[config.mk]
export PLATFORM = sky130hd
export DESIGN_NAME = lru_key_value_cache_top
export DESIGN_NICKNAME = d
export VERILOG_FILES = /design/src/lkvc_pkg.sv /design/src/lkvc_ram.sv /design/src/lkvc_tag_array.sv /design/src/lru_key_value_cache_top.sv
export SDC_FILE = /design/constraint.sdc
export NUM_CORES = 2
export LEC_CHECK = 0
export ABC_AREA = 1
export BUFFER_PORTS_ARGS = -buffer_cell sky130_fd_sc_hd__buf_2
export CORE_MARGIN = 2
export CORE_UTILIZATION = 68
export CTS_BUF_LIST = sky130_fd_sc_hd__clkbuf_8 sky130_fd_sc_hd__clkbuf_16
export DETAILED_ROUTE_END_ITERATION = 12
export HOLD_SLACK_MARGIN = 0.1
export PLACE_DENSITY_LB_ADDON = 0.3
export SLEW_MARGIN = 0
export SYNTH_ARGS = -nofsm -noshare
export SYNTH_HDL_FRONTEND = slang
export SYNTH_SLANG_ARGS = --single-unit
[constraint.sdc]
create_clock -name clk_i -period 12 [get_ports clk_i]
set_input_delay 1.2 -clock clk_i [delete_from_list [all_inputs] [get_ports clk_i]]
set_output_delay 1.2 -clock clk_i [all_outputs]
set_load 0.05 [all_outputs]
[src/lkvc_pkg.sv]
// Shared types and constants of the LRU key-value cache.
`default_nettype none
package lkvc_pkg;

  // Field widths fixed by the item format
  localparam int unsigned KEY_W = 32;
  localparam int unsigned VAL_W = 32;
  localparam int unsigned CAP_W = 5;

  // Capacity register value after reset
  localparam logic [CAP_W-1:0] CapReset = 5'd16;

  // Read value returned by a get that misses
  localparam logic [VAL_W-1:0] ReadMiss = {VAL_W{1'b1}};

  // Operation carried in tuser
  typedef enum logic {
    KIND_GET = 1'b0,
    KIND_SET = 1'b1
  } kind_e;

  // Lookup outcome from the tag array
  typedef struct packed {
    logic hit;
    logic evict;
  } lkvc_lookup_t;

endpackage
`default_nettype wire

[src/lkvc_ram.sv]
// Generic single-write, single-read RAM with registered read data.
`default_nettype none
module lkvc_ram #(
  parameter int unsigned WIDTH = 32,
  parameter int unsigned DEPTH = 16,
  localparam int unsigned ADDR_W = (DEPTH > 1) ? $clog2(DEPTH) : 1
) (
  input  wire logic              clk_i,
  input  wire logic              we_i,
  input  wire logic [ADDR_W-1:0] waddr_i,
  input  wire logic [WIDTH-1:0]  wdata_i,
  input  wire logic              re_i,
  input  wire logic [ADDR_W-1:0] raddr_i,
  output logic      [WIDTH-1:0]  rdata_o
);

  logic [WIDTH-1:0] mem_q [DEPTH];
  logic [WIDTH-1:0] rdata_q;

  // Write port
  always_ff @(posedge clk_i) begin
    if (we_i) begin
      mem_q[waddr_i] <= wdata_i;
    end
  end

  // Registered read port, hold data when not reading
  always_ff @(posedge clk_i) begin
    if (re_i) begin
      rdata_q <= mem_q[raddr_i];
    end
  end

  assign rdata_o = rdata_q;

endmodule
`default_nettype wire

[src/lkvc_tag_array.sv]
// Key, valid and age-rank registers with parallel lookup and LRU update.
`default_nettype none
module lkvc_tag_array
  import lkvc_pkg::*;
#(
  parameter int unsigned MAX_ENTRIES = 16,
  localparam int unsigned IDX_W = (MAX_ENTRIES > 1) ? $clog2(MAX_ENTRIES) : 1
) (
  input  wire logic             clk_i,
  input  wire logic             rst_ni,
  input  wire logic [CAP_W-1:0] cap_i,
  input  wire logic             upd_i,
  input  wire kind_e            kind_i,
  input  wire logic [KEY_W-1:0] key_i,
  output lkvc_lookup_t          look_o,
  output logic      [IDX_W-1:0] slot_o
);

  localparam int unsigned RANK_W = IDX_W;
  localparam int unsigned CNT_W  = $clog2(MAX_ENTRIES + 1);
  localparam int unsigned CMP_W  = (CAP_W > CNT_W) ? CAP_W : CNT_W;

  logic [KEY_W-1:0]       key_q   [MAX_ENTRIES];
  logic [RANK_W-1:0]      rank_q  [MAX_ENTRIES];
  logic [RANK_W-1:0]      rank_d  [MAX_ENTRIES];
  logic [MAX_ENTRIES-1:0] valid_q, valid_d;
  logic [CNT_W-1:0]       count_q, count_d;

  logic [MAX_ENTRIES-1:0] match;
  logic [IDX_W-1:0]       hit_idx, free_idx, old_idx, slot;
  logic [RANK_W-1:0]      hit_rank, last_rank;
  logic [CMP_W-1:0]       cap_ext, eff_cap;
  logic                   hit, room, evict, insert;

  // Clamp capacity to one..MAX_ENTRIES
  always_comb begin
    cap_ext = CMP_W'(cap_i);
    if (cap_ext == '0) begin
      eff_cap = CMP_W'(1);
    end else if (cap_ext > CMP_W'(MAX_ENTRIES)) begin
      eff_cap = CMP_W'(MAX_ENTRIES);
    end else begin
      eff_cap = cap_ext;
    end
  end

  assign room      = CMP_W'(count_q) < eff_cap;
  assign last_rank = RANK_W'(count_q - CNT_W'(1));

  // Compare all keys; valid keys are unique, so OR the matching index
  always_comb begin
    hit_idx  = '0;
    hit_rank = '0;
    old_idx  = '0;
    for (int i = 0; i < MAX_ENTRIES; i++) begin
      match[i] = valid_q[i] && (key_q[i] == key_i);
      if (match[i]) begin
        hit_idx  = hit_idx | IDX_W'(i);
        hit_rank = hit_rank | rank_q[i];
      end
      // Valid ranks form a permutation, so the oldest holds count-1
      if (valid_q[i] && (rank_q[i] == last_rank)) begin
        old_idx = old_idx | IDX_W'(i);
      end
    end
  end

  // Lowest free entry
  always_comb begin
    free_idx = '0;
    for (int i = MAX_ENTRIES - 1; i >= 0; i--) begin
      if (!valid_q[i]) begin
        free_idx = IDX_W'(i);
      end
    end
  end

  assign hit    = |match;
  assign insert = !hit && (kind_i == KIND_SET);
  assign evict  = insert && !room;

  always_comb begin
    priority if (hit) begin
      slot = hit_idx;
    end else if (evict) begin
      slot = old_idx;
    end else begin
      slot = free_idx;
    end
  end

  assign look_o = '{hit: hit, evict: evict};
  assign slot_o = slot;

  // Age ranks, valid bits and fill count for the next word
  always_comb begin
    valid_d = valid_q;
    count_d = count_q;
    for (int i = 0; i < MAX_ENTRIES; i++) begin
      rank_d[i] = rank_q[i];
    end
    if (upd_i && hit) begin
      // Promote: entries younger than the hit age by one
      for (int i = 0; i < MAX_ENTRIES; i++) begin
        if (valid_q[i] && (rank_q[i] < hit_rank)) begin
          rank_d[i] = rank_q[i] + RANK_W'(1);
        end
      end
      rank_d[slot] = '0;
    end else if (upd_i && insert) begin
      // Insert: every entry ages, the new one is the youngest
      for (int i = 0; i < MAX_ENTRIES; i++) begin
        if (valid_q[i]) begin
          rank_d[i] = rank_q[i] + RANK_W'(1);
        end
      end
      rank_d[slot]  = '0;
      valid_d[slot] = 1'b1;
      if (!evict) begin
        count_d = count_q + CNT_W'(1);
      end
    end
  end

  // Control state
  always_ff @(posedge clk_i or negedge rst_ni) begin
    if (!rst_ni) begin
      valid_q <= '0;
      count_q <= '0;
      for (int i = 0; i < MAX_ENTRIES; i++) begin
        rank_q[i] <= '0;
      end
    end else begin
      valid_q <= valid_d;
      count_q <= count_d;
      for (int i = 0; i < MAX_ENTRIES; i++) begin
        rank_q[i] <= rank_d[i];
      end
    end
  end

  // Store the key of a new entry
  always_ff @(posedge clk_i) begin
    if (upd_i && insert) begin
      key_q[slot] <= key_i;
    end
  end

endmodule
`default_nettype wire

[src/lru_key_value_cache_top.sv]
// Top level of the LRU key-value cache.
//
// Channels: the slave stream carries one request word per handshake:
// tuser[0] is the kind (0 get, 1 set), tdata holds key and value. The master
// stream returns one result word per request, in order: hit, read value
// (stored value on a get hit, all ones on a get miss, zero for a set) and
// the evicted flag.
// Configuration: cfg_we_i writes cfg_wdata_i to the capacity register at
// once; write it only while no request is in flight.
// Pipeline: a request is taken into the input register, where all keys are
// compared in parallel and the tag state is updated as the request advances,
// then into the output register, which is loaded together with the registered
// read of the value RAM; the result word leaves from the output register.
// Throughput: one word per cycle while the receiver holds tready high.
// Reset: all entries become free, the fill count clears and the capacity
// returns to 16; no result is pending.
// Stall: while the receiver holds tready low the result word holds, the
// input register keeps one more request, and tready on the slave side drops
// only once both registers are full.
`default_nettype none
module lru_key_value_cache_top
  import lkvc_pkg::*;
#(
  parameter int unsigned MAX_ENTRIES = 16
) (
  input  wire logic             clk_i,
  input  wire logic             rst_ni,
  input  wire logic             cfg_we_i,
  input  wire logic [CAP_W-1:0] cfg_wdata_i,
  input  wire logic             s_axis_tvalid,
  output logic                  s_axis_tready,
  // [31:0] key, [63:32] value
  input  wire logic [63:0]      s_axis_tdata,
  // [0] kind
  input  wire logic [0:0]       s_axis_tuser,
  output logic                  m_axis_tvalid,
  input  wire logic             m_axis_tready,
  // [0] hit, [32:1] read_value, [33] evicted, [39:34] zero
  output logic      [39:0]      m_axis_tdata
);

  localparam int unsigned IDX_W = (MAX_ENTRIES > 1) ? $clog2(MAX_ENTRIES) : 1;

  logic [CAP_W-1:0] cap_q;
  logic             a_valid_q;
  kind_e            a_kind_q;
  logic [KEY_W-1:0] a_key_q;
  logic [VAL_W-1:0] a_value_q;
  logic             b_valid_q;
  kind_e            b_kind_q;
  logic             b_hit_q, b_evict_q;
  logic             a_adv, s_acc;
  lkvc_lookup_t     look;
  logic [IDX_W-1:0] slot;
  logic [VAL_W-1:0] rdata, read_value;

  // Capacity register
  always_ff @(posedge clk_i or negedge rst_ni) begin
    if (!rst_ni) begin
      cap_q <= CapReset;
    end else if (cfg_we_i) begin
      cap_q <= cfg_wdata_i;
    end
  end

  // Handshake: advance when the output register is free or drains
  assign a_adv         = a_valid_q && (!b_valid_q || m_axis_tready);
  assign s_axis_tready = !a_valid_q || a_adv;
  assign s_acc         = s_axis_tvalid && s_axis_tready;

  // Input register
  always_ff @(posedge clk_i or negedge rst_ni) begin
    if (!rst_ni) begin
      a_valid_q <= 1'b0;
    end else if (s_axis_tready) begin
      a_valid_q <= s_axis_tvalid;
    end
  end

  always_ff @(posedge clk_i) begin
    if (s_acc) begin
      a_kind_q  <= kind_e'(s_axis_tuser[0]);
      a_key_q   <= s_axis_tdata[31:0];
      a_value_q <= s_axis_tdata[63:32];
    end
  end

  // Lookup and LRU state
  lkvc_tag_array #(
    .MAX_ENTRIES(MAX_ENTRIES)
  ) u_tags (
    .clk_i (clk_i),
    .rst_ni(rst_ni),
    .cap_i (cap_q),
    .upd_i (a_adv),
    .kind_i(a_kind_q),
    .key_i (a_key_q),
    .look_o(look),
    .slot_o(slot)
  );

  // Value store: a set writes its slot, a get hit reads it
  lkvc_ram #(
    .WIDTH(VAL_W),
    .DEPTH(MAX_ENTRIES)
  ) u_values (
    .clk_i  (clk_i),
    .we_i   (a_adv && (a_kind_q == KIND_SET)),
    .waddr_i(slot),
    .wdata_i(a_value_q),
    .re_i   (a_adv && (a_kind_q == KIND_GET) && look.hit),
    .raddr_i(slot),
    .rdata_o(rdata)
  );

  // Output register
  always_ff @(posedge clk_i or negedge rst_ni) begin
    if (!rst_ni) begin
      b_valid_q <= 1'b0;
    end else if (!b_valid_q || m_axis_tready) begin
      b_valid_q <= a_valid_q;
    end
  end

  always_ff @(posedge clk_i) begin
    if (a_adv) begin
      b_kind_q  <= a_kind_q;
      b_hit_q   <= look.hit;
      b_evict_q <= look.evict;
    end
  end

  // Form the read value from the registered RAM data
  always_comb begin
    unique case (b_kind_q)
      KIND_GET: read_value = b_hit_q ? rdata : ReadMiss;
      KIND_SET: read_value = '0;
      default:  read_value = '0;
    endcase
  end

  assign m_axis_tvalid = b_valid_q;
  assign m_axis_tdata  = {6'b0, b_evict_q, read_value, b_hit_q};

endmodule
`default_nettype wire

==> results.yml <==
power_and_ir_drop:
  p_per_area_mw_per_mm2: 258
  ir_drop_mv: 0.373
  leakage_nw: 26.6
worst_hold_path:
  hold_class: "in -> async"
logic_synthesis:
  synthCells: 6002
  syn_area_mm2: 0.0584
  ys_top_cells_by_count: "1,754 x nand2_1, 1,124 x edfxtp_1, 684 x nor2_1"
  yosysMostFrequentCell: "nand2_1"
  syn_area_per_cell_um2: 9.73
  synth_top_area_cell: "edfxtp_1"
  synth_edf_count: 1124
  synthTopCellsByArea: "edfxtp_1 58%, nand2_1 11%, nand3_1 5.8%"
  synth-seq-cells: 1216
  ys.flop_type: "edfxtp_1"
  yosysTopAreaCellShare_pct: 57.8
  async_reset_ff_share_pct: 7.57
  synth_seq_area_share_pct: 61.7
  synthDistinctLibCells: 52
  yosys_warnings: 0
critical_path:
  worst-path-max-fanout: 71
  crit_path_top_delay_cell: "ha_1"
  cp_num_cells: 17
  crit_path_start: "u_tags.count_q[0]"
  crit_family: "simple AND/OR/NAND/NOR gates"
  cp_num_buf_inv: 3
  cp_common_cell: "nand2_1"
  critPathKind: "reg -> reg"
  r2r_setup_slack_ns: 4.58
  cp-endpoint: "u_tags.key_q[9][27]"
  reg2reg_depth: 17
  r2r-start: "u_tags.count_q[0]"
  arrival_ns: 7.78
  worst_path_largest_cell_delay_ns: 0.98
  r2r-end: "u_tags.key_q[9][27]"
  worstPathCellList: "inv_1, ha_1, inv_1, a22oi_1, o211ai_1, o31ai_1, nor2_1, nand2_1, nand2_1, nand2_1, nor2_4, nor2_8, buf_4, nand2_1, nor2_1, nand2_1, nor2_4"
  cp_data_required_time_ns: 12.36
  cp-start-kind: "flip-flop"
  cp-end-kind: "flip-flop"
floorplan:
  dieArea_mm2: 0.0882
  io_pins: 117
  dieWidth_um: 297
  core_mm2: 0.0851
  die_h_um: 297
  num_rows: 107
  initial_utilization_pct: 68.6
grt:
  grt_pass1_vias: 42932
  grt_pass1_wl_mm: 252
  grt_overflow: 0
  antenna_found_initial: 4
  grt_start_max_net_pins: 107
  grt.total_usage_pct: 37.8
cts:
  htree_levels: 3
  cts_hold_buf: 0
  cts_tree: "yes"
  post_cts_buffers: 0
  ctsResizeCount: 0
  clk_latency_ns: 0.75
  cts.sinks: 1216
  cts-buffers-inserted: 119
  root_buffer: "clkbuf_16"
  clockBufferDepth: 3
  path_clk_slew_ns: 0.07
run:
  drv_cap: 0
timing:
  slew_violations: 0
  relSlewSlack_pct: 19.2
  clock_skew_ns: 0.0923
  rsz0062_at_grt: "no"
  fin_crit_ns: 7.42
  setup_viol: 0
  timing_hold_violations_final: 0
  fmax_mhz: 135
  setup_tns_ns: 0
  tightestPinTransition_ns: 1.21
  period_share_pct: 61.8
finish:
  area_growth_pct: 9.02
  drive_above_1_share_pct: 7.67
  nets: 6195
  instances_no_fill: 7300
status:
  status: "completed"
drt:
  drt_wl_total_mm: 168
  drt_pass1_iterations: 8
  drc: 0
  wl_per_cell_um: 23.0
  vias: 44952
  ant_nets: 0
  drt-initial-drc-count: 6655
  routed_via_density: 6.16
place:
  gp_congestion: 1.03
  io_buffers: 110
  placed_cells: 7073
  dp_hpwl_mm: 99.4
## cell families (layout without fill, tap and decap cells)
| family | Yosys count | count (layout) | synth area share (%) |
|---|---|---|---|
| buf+inv | 847 | 994 | 6.37 |
| xor+xnor | 226 | 226 | 3.40 |
| simple gates | 3233 | 3233 | 23.0 |
| flops | 1216 | 1216 | 61.7 |
| compound gates | 409 | 409 | 4.02 |
| fa+ha+maj | 70 | 70 | 1.50 |
| other cells | 1 | 8 | 0.00642 |
## sequential cells by signal, summed over array words and instances (netlist names)
register and cells:
cap_q 5, a_kind_q 1, b_kind_q 1, u_tags.rank_q 64
u_values.mem_q 512, u_tags.count_q 5, u_tags.valid_q 16, b_hit_q 1
a_valid_q 1, u_values.rdata_o 32, b_evict_q 1, a_value_q 32
m_axis_tvalid 1, u_tags.key_q 512, a_key_q 32
## final cells by class
| class | count | area [um2] |
|---|---|---|
| diodes | 2 | 5.00 |
| inverters | 588 | 2210 |
| fillers | 5540 | 21500 |
| multi-input cells | 3944 | 18900 |
| flip-flops and latches | 1216 | 36100 |
| well taps | 1144 | 1430 |
| clock inverters | 102 | 998 |
| clock buffers | 123 | 3030 |
| repair buffers | 181 | 1090 |
## layer usage
metal	track usage, %	vias up	wire length [um]	part of all wire (%)
met5	0	-	22	0.013
met4	18.3	4	8580	5.1
met3	9.54	574	23800	14
met2	57.3	3319	75000	45
met1	51.5	21077	60500	36
li1	-	19978	-	-
## metrics by stage
stage               hold slack, ns  area, um2  util [%]  setup slack [ns]  power, mW
floorplan                    0.449      58400         -              6.80       10.8
global placement             0.466      59600      70.0              4.89       12.2
detailed placement           0.475      59600      70.0              4.75       12.4
CTS                          0.388      63700      74.8              4.79       16.2
global route                 0.420      63700      74.8              4.08       17.3
finish                       0.396      63700      74.8              4.58       16.4
## cells in the final DEF (no fill, tap or decap), types with 5 or more instances in the layout
| cell type | instances |
|---|---|
| or2_1 | 6 |
| bufinv_16 | 15 |
| or2_0 | 7 |
| o21ai_0 | 138 |
| nand3_2 | 7 |
| nand3_1 | 677 |
| conb_1 | 6 |
| buf_4 | 72 |
| inv_2 | 44 |
| clkbuf_16 | 119 |
| o211ai_1 | 54 |
| o22ai_1 | 25 |
| nand2_1 | 1754 |
| o21ai_1 | 49 |
| nor2_2 | 6 |
| nor3_4 | 5 |
| ha_1 | 70 |
| nor4_1 | 9 |
| nand4_1 | 30 |
| clkinv_2 | 23 |
| clkinv_1 | 21 |
| edfxtp_1 | 1124 |
| dfrtp_1 | 91 |
| a22oi_1 | 5 |
| a211oi_1 | 16 |
| o21bai_1 | 7 |
| inv_1 | 568 |
| xor2_1 | 51 |
| a21oi_1 | 96 |
| xnor2_1 | 174 |
| nor2_1 | 665 |
| nor3_1 | 10 |
| nand2_2 | 8 |
| nor2_4 | 26 |
| buf_2 | 109 |
| nand3b_1 | 7 |
| o2111ai_1 | 7 |
| clkinv_4 | 5 |
## power breakdown
group	switching, mW	internal, mW
Clock	1.66	2.17
Sequential	0.442	5.23
Combinational	5.03	1.90
Total	7.13	9.29
## worst min path at each step
stage | start | endpoint | slack, ns | cells past startpoint
6_report | rst_ni | u_tags.valid_q[14] | 0.40 | 1
2_1_floorplan | u_tags.count_q[4] | u_tags.count_q[4] | 0.45 | 1
3_3_place_gp | u_tags.count_q[4] | u_tags.count_q[4] | 0.47 | 1
3_5_place_dp | u_tags.count_q[4] | u_tags.count_q[4] | 0.48 | 1
4_1_cts | rst_ni | u_tags.valid_q[14] | 0.39 | 1
5_1_grt | rst_ni | u_tags.valid_q[14] | 0.42 | 1
Power figures use the tool's default switching activity.
